$ cat src/rtl/ffea_pkg.sv
// Shared types, codes and constants of the first-fit extent allocator.
`default_nettype none
package ffea_pkg;

   localparam int START_W = 16;
   localparam int LEN_W   = 17;
   localparam int CMD_W   = 2;
   localparam int FRAME_W = 3;
   localparam int STAT_W  = 3;

   localparam logic [LEN_W-1:0] CAP_RESET  = 17'd1024;
   localparam logic [LEN_W-1:0] SLOT_SPACE = 17'h10000;

   localparam int DEF_MAX_EXTENTS = 32;
   localparam int DEF_FRAMES      = 3;
   localparam int DEF_DEFER_DEPTH = 16;

   // Request command codes.
   localparam logic [CMD_W-1:0] CMD_ALLOC   = 2'd0;
   localparam logic [CMD_W-1:0] CMD_FREE    = 2'd1;
   localparam logic [CMD_W-1:0] CMD_PROCESS = 2'd2;

   // Response status codes.
   localparam logic [STAT_W-1:0] ST_OK         = 3'd0;
   localparam logic [STAT_W-1:0] ST_NO_SPACE   = 3'd1;
   localparam logic [STAT_W-1:0] ST_ZERO_LEN   = 3'd2;
   localparam logic [STAT_W-1:0] ST_LIST_FULL  = 3'd3;
   localparam logic [STAT_W-1:0] ST_TABLE_FULL = 3'd4;

   // Operation broadcast to every cell of the extent row.
   typedef enum logic [2:0] {
      OP_IDLE,
      OP_INIT,
      OP_ALLOC,
      OP_EXTEND,
      OP_PLACE,
      OP_REPLACE,
      OP_MERGE
   } cell_op_type;

   typedef struct packed {
      cell_op_type          op;
      logic [START_W-1:0]   s;
      logic [LEN_W-1:0]     e;
      logic [LEN_W-1:0]     len;
   } cell_cmd_type;

   typedef struct packed {
      logic                 valid;
      logic [START_W-1:0]   start;
      logic [LEN_W-1:0]     len;
   } extent_type;

   // Signals rippling from the low cell towards the high cell.
   typedef struct packed {
      logic le;
      logic fit_seen;
      logic rm;
      logic mg;
   } chain_type;

   typedef struct packed {
      logic                 first_fit;
      logic                 is_prev;
      logic                 is_atp;
      logic                 merge_here;
      logic [START_W-1:0]   start;
      logic [LEN_W-1:0]     end_pos;
   } cell_report_type;

   typedef struct packed {
      logic [START_W-1:0]   start;
      logic [LEN_W-1:0]     len;
   } defer_entry_type;

endpackage
`default_nettype wire

$ cat src/rtl/ffea_defer_mem.sv
// Deferred-free range store: one write port, one registered read port.
`default_nettype none
module ffea_defer_mem #(
   parameter int ENTRIES = 48,
   localparam int AW = (ENTRIES > 1) ? $clog2(ENTRIES) : 1
) (
   input  wire logic                  clock,
   input  wire logic                  wr_en,
   input  wire logic [AW-1:0]         wr_addr,
   input  ffea_pkg::defer_entry_type  wr_data,
   input  wire logic                  rd_en,
   input  wire logic [AW-1:0]         rd_addr,
   output ffea_pkg::defer_entry_type  rd_data
);
   import ffea_pkg::*;

   defer_entry_type mem_ff [ENTRIES];
   defer_entry_type rd_data_ff;

   // Write and read in the same clocked block.
   always_ff @(posedge clock) begin
      if (wr_en) begin
         mem_ff[wr_addr] <= wr_data;
      end
      if (rd_en) begin
         rd_data_ff <= mem_ff[rd_addr];
      end
   end

   assign rd_data = rd_data_ff;

endmodule
`default_nettype wire

$ cat config.mk
export PLATFORM = sky130hd
export DESIGN_NAME = ffea_defer_mem
export DESIGN_NICKNAME = d
export VERILOG_FILES = /design/src/rtl/ffea_pkg.sv /design/src/rtl/ffea_defer_mem.sv
export SDC_FILE = /design/constraint.sdc
export NUM_CORES = 1
export LEC_CHECK = 0
export BUFFER_PORTS_ARGS = -buffer_cell sky130_fd_sc_hd__buf_4
export CAP_MARGIN = 20
export CORE_UTILIZATION = 50
export CTS_BUF_LIST = sky130_fd_sc_hd__clkbuf_16
export DETAILED_ROUTE_END_ITERATION = 12
export PLACE_DENSITY = 0.64
export SLEW_MARGIN = 20
export SYNTH_ARGS = -nofsm -noshare
export SYNTH_HDL_FRONTEND = slang
export SYNTH_SLANG_ARGS = --single-unit
$ cat constraint.sdc
create_clock -name clock -period 7.6 [get_ports clock]
set_clock_uncertainty 0.1 [all_clocks]
set_input_delay 0 -clock clock [delete_from_list [all_inputs] [get_ports clock]]
set_output_delay 0 -clock clock [all_outputs]
set_load 0.03 [all_outputs]
==> flow_summary.ini <==
[global_routing]
grt_pass1_wl_um = 216000
grt_max_degree = 124
grt_overflow = 0
track_usage_pct = 24.2
grt_pass1_vias = 30742
grt_antenna_before_repair = 4

[power_and_ir_drop]
p_leak_nw = 23.4
powerDensity_nw_per_um2 = 260
worst_ir_drop_vdd_uv = 237

[clock_network]
cts_sinks = 1617
clkTransAtPathRegs_ns = 0.06
postCtsSetupBuffers = 0
cts_tree = yes
cts.htree.levels = 4
clk_latency_ns = 0.77
clockBufferDepth = 3
clockRootBuffer = clkbuf_16
cts_buffers = 157

[detailed_routing]
postRouteAntennaNets = 0
wl_um = 151000
drt_first_pass_iters = 7
top_layer = met4
met1_length_um = 62000
drtIter0Drc = 3265
routed-wl-met2_um = 75300
route.met3.wl_um = 10300
drcViolationCount = 0
vias = 30598
wire_per_inst_um = 30.7
drt-vias-per-instance = 6.20

[sta]
finalCriticalPeriod_ns = 3.37
period_share_pct = 44.4
tns_ns = 0
setup_viol = 0
drv_slew = 0
rsz0062_at_grt = false
relSlewSlack_pct = 34.9
hold_violations = 0
fmax_ghz = 0.297
worst_pin_slew_ns = 0.976

[floorplan]
rows = 129
die-area_um2 = 126000
dieHeight_um = 355
fp.dieW_um = 355
start_util_pct = 50.4
ios = 81
core_region_area_um2 = 124000

[synthesis]
ys_seq_elements = 1617
syn_area_um2 = 62300
ys_seq_area_share_pct = 77.9
yosysUniqueCellTypes = 28
synth_area_per_cell_um2 = 20.7
synth_nets = 3052
synth_warnings = 0
syn_inst = 3004

[worst_setup_path]
end_kind = flip-flop
required_ns = 8.03
startpoint_type = input pin
path_max_fanout = 47
cp.arrival_ns = 3.80
r2r_slack_ns = 5.10
path_class = input pin to flip-flop

[layout]
drive_above_1_share_pct = 18.9
final_common_cell = edfxtp_1
flow.area_growth_from_synthesis_pct = 12.8
antenna_cells = 0
fin_area_um2 = 70300
fill_cells = 9126
final_nets = 3225
final_cell_mix = 1617 x edfxtp_1, 528 x mux2i_1, 167 x clkbuf_16

[placed_design]
hpwlAfterDp_um = 73900
portBuffers = 80
dpl_cell_area_um2 = 65000
gp_congestion = 0.772

[status]
status = finished, final reports clean

[run]
max_cap_viol_count = 0

[min_path]
hp-class = input pin to flip-flop
-- registers in the layout, indices dropped and copies added (netlist names) --
register  cells
mem_ff     1584
rd_data      33
-- per-stage QoR --
step | total power [W] | std cells | util, % | hold slack [ns] | worst slack [ns]
finish | 0.0183 | 4932 | 56.9 | 0.113 | 4.23
global route | 0.0188 | 4932 | 56.9 | 0.109 | 4.19
CTS | 0.0184 | 4932 | 56.9 | 0.0762 | 4.34
detailed placement | 0.0110 | 4614 | 52.5 | 0.353 | 3.89
global placement | 0.0110 | 4613 | 52.5 | 0.356 | 3.99
floorplan | 0.0107 | 3004 | - | -0.00113 | 4.28
-- worst paths after layout --
path                   from          end  cells past startpoint
max              rd_addr[2]  rd_data[19]                     10
min              rd_addr[3]  rd_data[27]                      4
max reg2reg  mem_ff[47][19]  rd_data[19]                      5
min reg2reg   mem_ff[3][20]  rd_data[20]                      4
-- per-layer routing --
metal	vias to the layer above	global-route usage [%]
li1	12904	-
met1	16258	33.1
met2	1185	40.2
met3	251	3.80
met4	0	7.13
met5	-	0
-- cell type report --
class | count | area, um2 | share of cell area, %
clock inverters | 110 | 771 | 1.10
multi-input cells | 1204 | 13100 | 18.6
well taps | 1637 | 2050 | 2.91
repair buffers | 197 | 1660 | 2.36
flip-flops and latches | 1617 | 48600 | 69.0
clock buffers | 167 | 4180 | 5.94
-- repair_timing --
item | in CTS | in global routing
endpoints found under the hold margin | 1757 | 0
gates resized for setup | 0 | 0
setup endpoints to repair | 0 | 0
hold buffers | 41 | 0
-- synth_stat cells --
master | number | share of area, %
nand4b_1 | 1 | 0.014
nand2b_1 | 5 | 0.050
buf_6 | 21 | 0.38
a22o_1 | 66 | 0.93
a22oi_1 | 132 | 1.6
and2_1 | 1 | 0.010
or3_1 | 1 | 0.010
mux4_2 | 165 | 6.0
or3b_2 | 1 | 0.014
a21oi_1 | 66 | 0.53
clkbuf_1 | 78 | 0.47
buf_1 | 20 | 0.12
nor3_1 | 4 | 0.032
nand3_1 | 5 | 0.040
mux2i_1 | 528 | 8.5
a221oi_1 | 66 | 0.93
buf_4 | 50 | 0.60
nand3b_1 | 1 | 0.012
nor2b_1 | 6 | 0.060
buf_2 | 14 | 0.11
o41ai_2 | 33 | 0.86
nand4_1 | 1 | 0.010
nand2_1 | 40 | 0.24
or2_2 | 1 | 0.010
o22ai_1 | 33 | 0.33
edfxtp_1 | 1617 | 78
nor2_1 | 47 | 0.28
nor4bb_1 | 1 | 0.016
-- cell families after synthesis --
group	synth area share, %
AOI/OAI and AO/OA	5.17
buffers and inverters	1.68
DFF	77.9
muxes	14.4
and+or+nand+nor	0.803
-- critical path: stages --
cell	delay [ns]
dlygate4sd3_1	0.53
buf_4	0.25
nor2b_4	0.64
buf_16	0.25
buf_4	0.64
a22o_1	0.26
a221oi_1	0.06
o22ai_1	0.38
o41ai_2	0.13
dlygate4sd3_1	0.59
-- power by group --
group	total (W)	switching [W]	internal (W)
logic	0.000931	0.000596	0.000335
clock network	0.00745	0.00317	0.00428
registers	0.00993	0.0000310	0.00990
total	0.0183	0.00380	0.0145
Power figures use the tool's default switching activity.
