`config.mk`:
```
export PLATFORM = sky130hd
export DESIGN_NAME = ffea_cell
export DESIGN_NICKNAME = d
export VERILOG_FILES = /design/src/rtl/ffea_pkg.sv /design/src/rtl/ffea_cell.sv
export SDC_FILE = /design/constraint.sdc
export NUM_CORES = 1
export LEC_CHECK = 0
export BUFFER_PORTS_ARGS = -buffer_cell sky130_fd_sc_hd__buf_2
export CORE_ASPECT_RATIO = 2
export CORE_MARGIN = 1.5
export CORE_UTILIZATION = 45
export CTS_CLUSTER_DIAMETER = 100
export DETAILED_ROUTE_END_ITERATION = 7
export PLACE_DENSITY = 0.72
export RECOVER_POWER = 50
export REMOVE_ABC_BUFFERS = 1
export SLEW_MARGIN = 20
export SYNTH_ARGS = -nofsm -noshare
export SYNTH_HDL_FRONTEND = slang
export SYNTH_SLANG_ARGS = --single-unit
```
`constraint.sdc`:
```
create_clock -name clock -period 6.79 [get_ports clock]
set_input_delay 0.679 -clock clock [delete_from_list [all_inputs] [get_ports clock]]
set_output_delay 0.679 -clock clock [all_outputs]
set_load 0.01 [all_outputs]
```
`src/rtl/ffea_pkg.sv`:
```
// Shared types, codes and constants of the first-fit extent allocator.
`default_nettype none
package ffea_pkg;

   localparam int START_W = 16;
   localparam int LEN_W   = 17;
   localparam int CMD_W   = 2;
   localparam int FRAME_W = 3;
   localparam int STAT_W  = 3;

   localparam logic [LEN_W-1:0] CAP_RESET  = 17'd1024;
   localparam logic [LEN_W-1:0] SLOT_SPACE = 17'h10000;

   localparam int DEF_MAX_EXTENTS = 32;
   localparam int DEF_FRAMES      = 3;
   localparam int DEF_DEFER_DEPTH = 16;

   // Request command codes.
   localparam logic [CMD_W-1:0] CMD_ALLOC   = 2'd0;
   localparam logic [CMD_W-1:0] CMD_FREE    = 2'd1;
   localparam logic [CMD_W-1:0] CMD_PROCESS = 2'd2;

   // Response status codes.
   localparam logic [STAT_W-1:0] ST_OK         = 3'd0;
   localparam logic [STAT_W-1:0] ST_NO_SPACE   = 3'd1;
   localparam logic [STAT_W-1:0] ST_ZERO_LEN   = 3'd2;
   localparam logic [STAT_W-1:0] ST_LIST_FULL  = 3'd3;
   localparam logic [STAT_W-1:0] ST_TABLE_FULL = 3'd4;

   // Operation broadcast to every cell of the extent row.
   typedef enum logic [2:0] {
      OP_IDLE,
      OP_INIT,
      OP_ALLOC,
      OP_EXTEND,
      OP_PLACE,
      OP_REPLACE,
      OP_MERGE
   } cell_op_type;

   typedef struct packed {
      cell_op_type          op;
      logic [START_W-1:0]   s;
      logic [LEN_W-1:0]     e;
      logic [LEN_W-1:0]     len;
   } cell_cmd_type;

   typedef struct packed {
      logic                 valid;
      logic [START_W-1:0]   start;
      logic [LEN_W-1:0]     len;
   } extent_type;

   // Signals rippling from the low cell towards the high cell.
   typedef struct packed {
      logic le;
      logic fit_seen;
      logic rm;
      logic mg;
   } chain_type;

   typedef struct packed {
      logic                 first_fit;
      logic                 is_prev;
      logic                 is_atp;
      logic                 merge_here;
      logic [START_W-1:0]   start;
      logic [LEN_W-1:0]     end_pos;
   } cell_report_type;

   typedef struct packed {
      logic [START_W-1:0]   start;
      logic [LEN_W-1:0]     len;
   } defer_entry_type;

endpackage
`default_nettype wire

```
`src/rtl/ffea_cell.sv`:
```
// One cell of the sorted free-extent row.
`default_nettype none
module ffea_cell (
   input  wire logic                      clock,
   input  wire logic                      reset,
   input  wire logic                      lead,
   input  ffea_pkg::cell_cmd_type         cmd,
   input  ffea_pkg::extent_type           left_ext,
   input  ffea_pkg::extent_type           right_ext,
   input  ffea_pkg::chain_type            left_chain,
   input  wire logic                      right_le,
   output ffea_pkg::chain_type            right_chain,
   output ffea_pkg::extent_type           ext_out,
   output ffea_pkg::cell_report_type      report
);
   import ffea_pkg::*;

   extent_type         ext_ff, ext_in;
   logic               head_ff, head_in;
   logic [LEN_W-1:0]   end_v, right_end, new_end;
   logic               le, fit, first, rm_here, merge_here, is_prev, is_atp;

   // Local compares against the broadcast range and the neighbors.
   always_comb begin
      end_v      = LEN_W'(ext_ff.start) + ext_ff.len;
      right_end  = LEN_W'(right_ext.start) + right_ext.len;
      le         = ext_ff.valid && (ext_ff.start <= cmd.s);
      fit        = ext_ff.valid && (ext_ff.len >= cmd.len);
      first      = fit && !left_chain.fit_seen;
      rm_here    = first && (ext_ff.len == cmd.len);
      merge_here = head_ff && right_ext.valid && (LEN_W'(right_ext.start) <= end_v);
      is_prev    = le && !right_le;
      is_atp     = ext_ff.valid && !le && left_chain.le;
      right_chain.le       = le;
      right_chain.fit_seen = left_chain.fit_seen || fit;
      right_chain.rm       = left_chain.rm || rm_here;
      right_chain.mg       = left_chain.mg || merge_here;
      report.first_fit  = first;
      report.is_prev    = is_prev;
      report.is_atp     = is_atp;
      report.merge_here = merge_here;
      report.start      = ext_ff.start;
      report.end_pos    = end_v;
   end

   // Apply the broadcast operation to this cell.
   always_comb begin
      ext_in  = ext_ff;
      head_in = head_ff;
      new_end = end_v;
      case (cmd.op)
         OP_INIT: begin
            ext_in.valid = lead;
            ext_in.start = '0;
            ext_in.len   = cmd.len;
            head_in      = 1'b0;
         end
         OP_ALLOC: begin
            if (rm_here || left_chain.rm) begin
               ext_in = right_ext;
            end else if (first) begin
               ext_in.start = START_W'(LEN_W'(ext_ff.start) + cmd.len);
               ext_in.len   = ext_ff.len - cmd.len;
            end
         end
         OP_EXTEND: begin
            if (is_prev) begin
               new_end    = (cmd.e > end_v) ? cmd.e : end_v;
               ext_in.len = new_end - LEN_W'(ext_ff.start);
               head_in    = 1'b1;
            end
         end
         OP_PLACE: begin
            if (!le) begin
               if (left_chain.le) begin
                  ext_in.valid = 1'b1;
                  ext_in.start = cmd.s;
                  ext_in.len   = cmd.len;
                  head_in      = 1'b1;
               end else begin
                  ext_in  = left_ext;
                  head_in = 1'b0;
               end
            end
         end
         OP_REPLACE: begin
            if (is_atp) begin
               new_end      = (cmd.e > end_v) ? cmd.e : end_v;
               ext_in.start = cmd.s;
               ext_in.len   = new_end - LEN_W'(cmd.s);
               head_in      = 1'b1;
            end
         end
         OP_MERGE: begin
            if (merge_here) begin
               new_end    = (right_end > end_v) ? right_end : end_v;
               ext_in.len = new_end - LEN_W'(ext_ff.start);
            end else if (head_ff) begin
               head_in = 1'b0;
            end
            if (left_chain.mg) begin
               ext_in = right_ext;
            end
         end
         default: begin
         end
      endcase
   end

   // Hold the extent; reset leaves one extent over the default capacity.
   always_ff @(posedge clock) begin
      if (reset) begin
         ext_ff.valid <= lead;
         ext_ff.start <= '0;
         ext_ff.len   <= CAP_RESET;
         head_ff      <= 1'b0;
      end else begin
         ext_ff  <= ext_in;
         head_ff <= head_in;
      end
   end

   assign ext_out = ext_ff;

endmodule
`default_nettype wire

```
==> out/summary.txt, run 1 <==
Residual DRC: 0
First-pass GRT wire length: 68,500 um
Period utilisation layout: 96.1%
Clock power frac: 7.9%
NumNets Final: 1,917
Number of global-route vias before repair: 11,800
Post-place setup slack: -0.311 ns
Avg WL per Cell: 25.2 um
Later-pin clock latency in the skew report: 0.29 ns
Max Cap Violations: 1
Setup ws final: 0.263 ns
Crit. Startpoint: ext_out[0]
Die ar.: 0.0221 mm^2
Comb pwr share: 84.0%
Slew Limit Fails: 36
Synth unique cells: 81
Crit Path Category: reg -> reg
Cts bufs inserted: 5
Clk root buf: clkbuf_16
Final setup fails: 0
Worst VDD drop: 0.143 mV
Commonest non-fill, non-tap cell in the layout: buf_2
Final TNS setup: 0 ns
Num rows: 75
Hold EP: head_ff
Seq/Total Area, Yosys: 7.45%
Worst-path clk slew: 0.06 ns
Detailed Route WL: 47,700 um
Leakage: 5.67 nW
Pre-Repair DR Iteration Count: 8
WP data required: 6.98 ns
Pwr Total: 3.29 mW
Slowest CP cell: fa_2
Fin area: 0.0121 mm^2
Synthesized flop and latch total: 35
Chip Height: 209 um
Worst slew pin tran: 1.55 ns
Diodes inserted: 0
Post-synth EDFFs: 1
Placed wire-length estimate: 38,900 um
Capturing point of the worst reg2reg path: ext_out[13]
Cells on worst reg2reg path: 28
Launch point of the worst hold path: head_ff
Layout cell share with drive strength beyond 1: 25.8%
Final min period: 6.53 ns
Warnings, synthesis: 0
Leading cell types in the layout, fill and taps excluded: 181 x buf_2, 145 x ha_1, 137 x a21oi_1
Nature of the critical path startpoint: flip-flop
Violated checks: capacitance limit, slew limit
Routability cong.: 1.04
HP Class: reg -> reg
Initial DRC count: 1,102
Worst Hold Depth: 2
Critical Path Most Common Cell: buf_4
Sequential fraction of design power: 8.1%
Status: finished, violations left
Net Sw Frac: 51.6%
Area Growth Syn to Fin: 26.3%
Asr flop ratio synth: 0%
Max Clk Rate: 153 MHz
GRT overflow: 0
R2r setup slk: 0.26 ns
Largest net degree at the start of global routing: 41
Setup crit end kind: flip-flop
Pwr Density: 273 mW/mm^2
Vias per cell: 6.39
Initial Util: 45.6%
Final Hold Fails: 0
Post-Syn Area per Cell: 7.12 um^2
Clk sink count: 35
Reg2reg start: ext_out[0]
TritonCTS clock tree: done
Syn Std Cell Area: 0.00955 mm^2
I/O Buffers: 203
GRT Overall Usage: 41.8%
Antenna violations before repair: 0
Top_reg_cell synth: dfxtp_1
Data arrival, critical path: 6.71 ns
Synthesized instance count: 1,340
Max_slew headroom: -3.52%
H-tree depth: 2
Boundary pin count: 204
Max Fanout on Critical Path: 15
DIE WIDTH: 106 um
Crit path largest cell delay: 0.43 ns
Area after DPL: 0.0116 mm^2
Clock Skew: 0.00392 ns
Antenna-violating nets left: 0
Internal power: 1.59 mW
Core Region: 0.0209 mm^2
Net switching power figure: 1.70 mW
Vias: 12,100
Longest Clk Path Bufs: 2
## critical path, delay by kind of cell, from the launching register on
kind            cells  cell delay [ns]
fa+ha+maj           4             1.14
buf+inv             5             0.83
mux                 1             0.38
xor+xnor            1             0.26
simple gates        3             0.68
flops               1             0.31
compound gates     14             2.79
## registers in the layout (all words and copies together) (netlist names)
signal,cells
ext_out,34
head_ff,1
## how the worst max path moves through the flow
stage | to | cells after the start | slack [ns]
finish | ext_out[13] | 28 | 0.26
global route | ext_out[16] | 32 | -0.003
CTS | ext_out[14] | 34 | 0.03
detailed placement | ext_out[14] | 35 | -0.31
global placement | ext_out[16] | 30 | -0.14
floorplan | ext_out[16] | 29 | -0.32
## metal layers
layer  up-vias  GRT usage (%)  routed length [um]
met5         -              0                   0
met4         0           47.8                6990
met1      5510           38.9               14600
met2       754           71.0               22500
li1       5546              -                   -
met3       316           7.67                3650
## power groups by stage
stage	clock [mW]	combinational, mW	sequential (mW)
floorplan	0	1.49	0.268
CTS	0.256	2.51	0.259
global route	0.266	2.96	0.262
detailed placement	0	2.47	0.263
finish	0.261	2.76	0.265
global placement	0	2.45	0.263
## cells by family after synthesis
family	share of synthesized area [%]
compound gates	32.2
xor+xnor	6.99
fa+ha+maj	21.6
buf+inv	7.86
flops	7.45
mux	4.97
simple gates	19.0
## cell usage after synthesis (all sizes together) (22+ instances only)
master | n | area, um^2
inv | 104 | 390
ha | 154 | 1930
nand3 | 35 | 180
a21oi | 151 | 767
a21o | 34 | 255
nor2b | 23 | 144
nor2 | 115 | 432
buf | 31 | 213
xor2 | 22 | 211
o21ai | 100 | 500
mux2 | 27 | 304
nand2 | 94 | 355
xnor2 | 52 | 455
nor3 | 38 | 190
dfxtp | 34 | 681
clkbuf | 37 | 139
## through the flow
stage | hold WS (ns) | util (%) | cells
2_1_floorplan | 0.489 | - | 1272
3_3_place_gp | 0.516 | 55.4 | 1881
3_5_place_dp | 0.514 | 55.4 | 1881
4_1_cts | 0.529 | 56.4 | 1891
5_1_grt | 0.571 | 57.6 | 1898
6_report | 0.536 | 57.6 | 1898
## repair_timing
| action | in CTS | in global routing |
|---|---|---|
| setup buffers | 2 | 7 |
| resized for setup | 12 | 71 |
| hold buffers | 0 | 0 |
| pin swaps | 3 | 46 |
| endpoints found under the setup margin | 8 | 14 |
## layout make-up
| cell class | count | area [um^2] |
|---|---|---|
| inverter | 106 | 403 |
| timing repair buffer | 349 | 1990 |
| multi-input combinational | 1131 | 8450 |
| tap | 269 | 337 |
| sequential | 35 | 711 |
| fill | 2099 | 8870 |
| clock inverter | 1 | 6.26 |
| clock buffer | 7 | 153 |
No activity file was read; power rests on OpenSTA's default activity.
==> inputs of run 2 (changes only) <==
- CTS_BUF_LIST: unset -> sky130_fd_sc_hd__clkbuf_16
==> out/summary.txt, run 2 (same netlist as run 1, synthesis figures left out) <==
Max FFs per register: 34 (unchanged)
Chip Height: 209 um (unchanged)
Setup ws final: 0.223 ns (was 0.263 ns)
Avg WL per Cell: 25.0 um (was 25.2 um)
Vias: 12,200 (was 12,100)
Grt met2 use: 70.6% (was 71.0%)
Max Clk Rate: 152 MHz (was 153 MHz)
Worst-path clk slew: 0.06 ns (about the same)
First-pass GRT wire length: 68,400 um (was 68,500 um)
Setup crit end kind: flip-flop (unchanged)
Die ar.: 0.0221 mm^2 (unchanged)
DIE WIDTH: 106 um (unchanged)
GRT Overall Usage: 41.8% (about the same)
Initial DRC count: 1,092 (was 1,102)
Count of non-filler cells in the finished layout: 1,903 (was 1,898)
Leading cell types in the layout, fill and taps excluded: 180 x buf_2, 145 x ha_1, 137 x a21oi_1 (was 181 x buf_2, 145 x ha_1, 137 x a21oi_1)
Slew Limit Fails: 36 (unchanged)
Boundary pin count: 204 (unchanged)
Crit path largest cell delay: 0.45 ns (was 0.43 ns)
TritonCTS clock tree: done (unchanged)
Largest net degree at the start of global routing: 41 (unchanged)
Clk sink count: 35 (unchanged)
Leakage: 5.68 nW (was 5.67 nW)
Crit Path Category: reg -> reg (unchanged)
Area Growth Syn to Fin: 26.4% (was 26.3%)
Initial Util: 45.6% (unchanged)
Longest Clk Path Bufs: 2 (unchanged)
GRT Max-Usage Layer: met2 (unchanged)
Hold Buf Count CTS: 0 (unchanged)
WP data required: 6.97 ns (was 6.98 ns)
Pre-Repair DR Iteration Count: 8 (unchanged)
Placed Cells: 1,881 (unchanged)
Clk root buf: clkbuf_16 (unchanged)
Max_slew headroom: -5.09% (was -3.52%)
Worst VDD drop: 0.142 mV (was 0.143 mV)
GRT overflow: 0 (unchanged)
Pwr Density: 271 mW/mm^2 (was 273 mW/mm^2)
Data arrival, critical path: 6.75 ns (was 6.71 ns)
Slowest CP cell: fa_2 (unchanged)
Num rows: 75 (unchanged)
Final Hold Fails: 0 (unchanged)
Final setup fails: 0 (unchanged)
Residual DRC: 0 (unchanged)
Final min period: 6.57 ns (was 6.53 ns)
Crit. Startpoint: ext_out[0] (unchanged)
Grt met3 use: 7.95% (was 7.67%)
H-tree depth: 2 (unchanged)
Commonest non-fill, non-tap cell in the layout: buf_2 (unchanged)
Cts bufs inserted: 5 (unchanged)
I/O Buffers: 203 (unchanged)
Violated checks: capacitance limit, slew limit (unchanged)
Antenna violations before repair: 1 (was 0)
Routability cong.: 1.04 (unchanged)
Core Region: 0.0209 mm^2 (unchanged)
M1 GR Usage: 38.7% (was 38.9%)
Clock Skew: 0.00388 ns (was 0.00392 ns)
Post-place setup slack: -0.311 ns (unchanged)
Period utilisation layout: 96.7% (was 96.1%)
Antenna-violating nets left: 0 (unchanged)
HP Class: reg -> reg (unchanged)
NumNets Final: 1,921 (was 1,917)
Max Cap Violations: 1 (unchanged)
Status: finished, violations left (unchanged)
Number of global-route vias before repair: 11,800 (about the same)
Later-pin clock latency in the skew report: 0.29 ns (about the same)
Launch point of the worst hold path: head_ff (unchanged)
Critical Path Most Common Cell: buf_4 (unchanged)
Reg2reg start: ext_out[0] (unchanged)
Worst slew pin tran: 1.58 ns (was 1.55 ns)
Max Fanout on Critical Path: 10 (was 15)
Detailed Route WL: 47,500 um (was 47,700 um)
Placed wire-length estimate: 38,900 um (unchanged)
Layout cell share with drive strength beyond 1: 26.0% (was 25.8%)
Nature of the critical path startpoint: flip-flop (unchanged)
Vias per cell: 6.40 (was 6.39)
## run 2: area by class of cell
| class | instances | area (um^2) |
|---|---|---|
| multi-input combinational | 1131 | 8460 |
| sequential | 35 | 711 |
| antenna | 1 | 2.50 |
| clock buffer | 5 | 125 |
| fill | 2100 | 8860 |
| clock inverter | 3 | 13.8 |
| timing repair buffer | 353 | 2020 |
| tap | 269 | 337 |
| inverter | 106 | 403 |
## run 2: repair_timing
action	4_1_cts	5_1_grt
buffers inserted	2	11
pin swaps	3	46
endpoints found under the setup margin	8	13
resized for setup	12	73
## run 2: critical path: cells and delay by family (launching register included)
family	cells	cell delay (ns)
compound gates	14	2.79
buf+inv	6	0.95
flops	1	0.31
fa+ha+maj	4	1.10
mux	1	0.37
simple gates	3	0.67
xor+xnor	1	0.28
## run 2: final timing paths
kind	end	slack, ns	depth (start not counted)
max reg2reg	ext_out[13]	0.22	29
max	ext_out[13]	0.22	29
min	head_ff	0.53	2
min reg2reg	head_ff	0.53	2
## run 2: report_power, final
part / total, mW / internal, mW / switching, mW
logic: 2.77 / 1.22 / 1.55
registers: 0.264 / 0.229 / 0.0352
clock network: 0.235 / 0.134 / 0.101
## run 2: layer usage
layer  share of wire, %  vias to the layer above
met4                 16                        0
met3                7.1                      339
met1                 31                     5526
met5                  0                        -
met2                 47                      765
li1                   -                     5551
## run 2: metrics by stage
stage	hold slack (ns)	cell area (um^2)	TNS [ns]	total power, mW	util, %
finish	0.533	12100	0	3.27	57.7
global placement	0.516	11600	-0.499	2.71	55.4
detailed placement	0.514	11600	-1.42	2.73	55.4
CTS	0.529	11800	0	3.00	56.3
global route	0.571	12100	-0.0902	3.48	57.7
floorplan	0.489	9190	-0.786	1.76	-
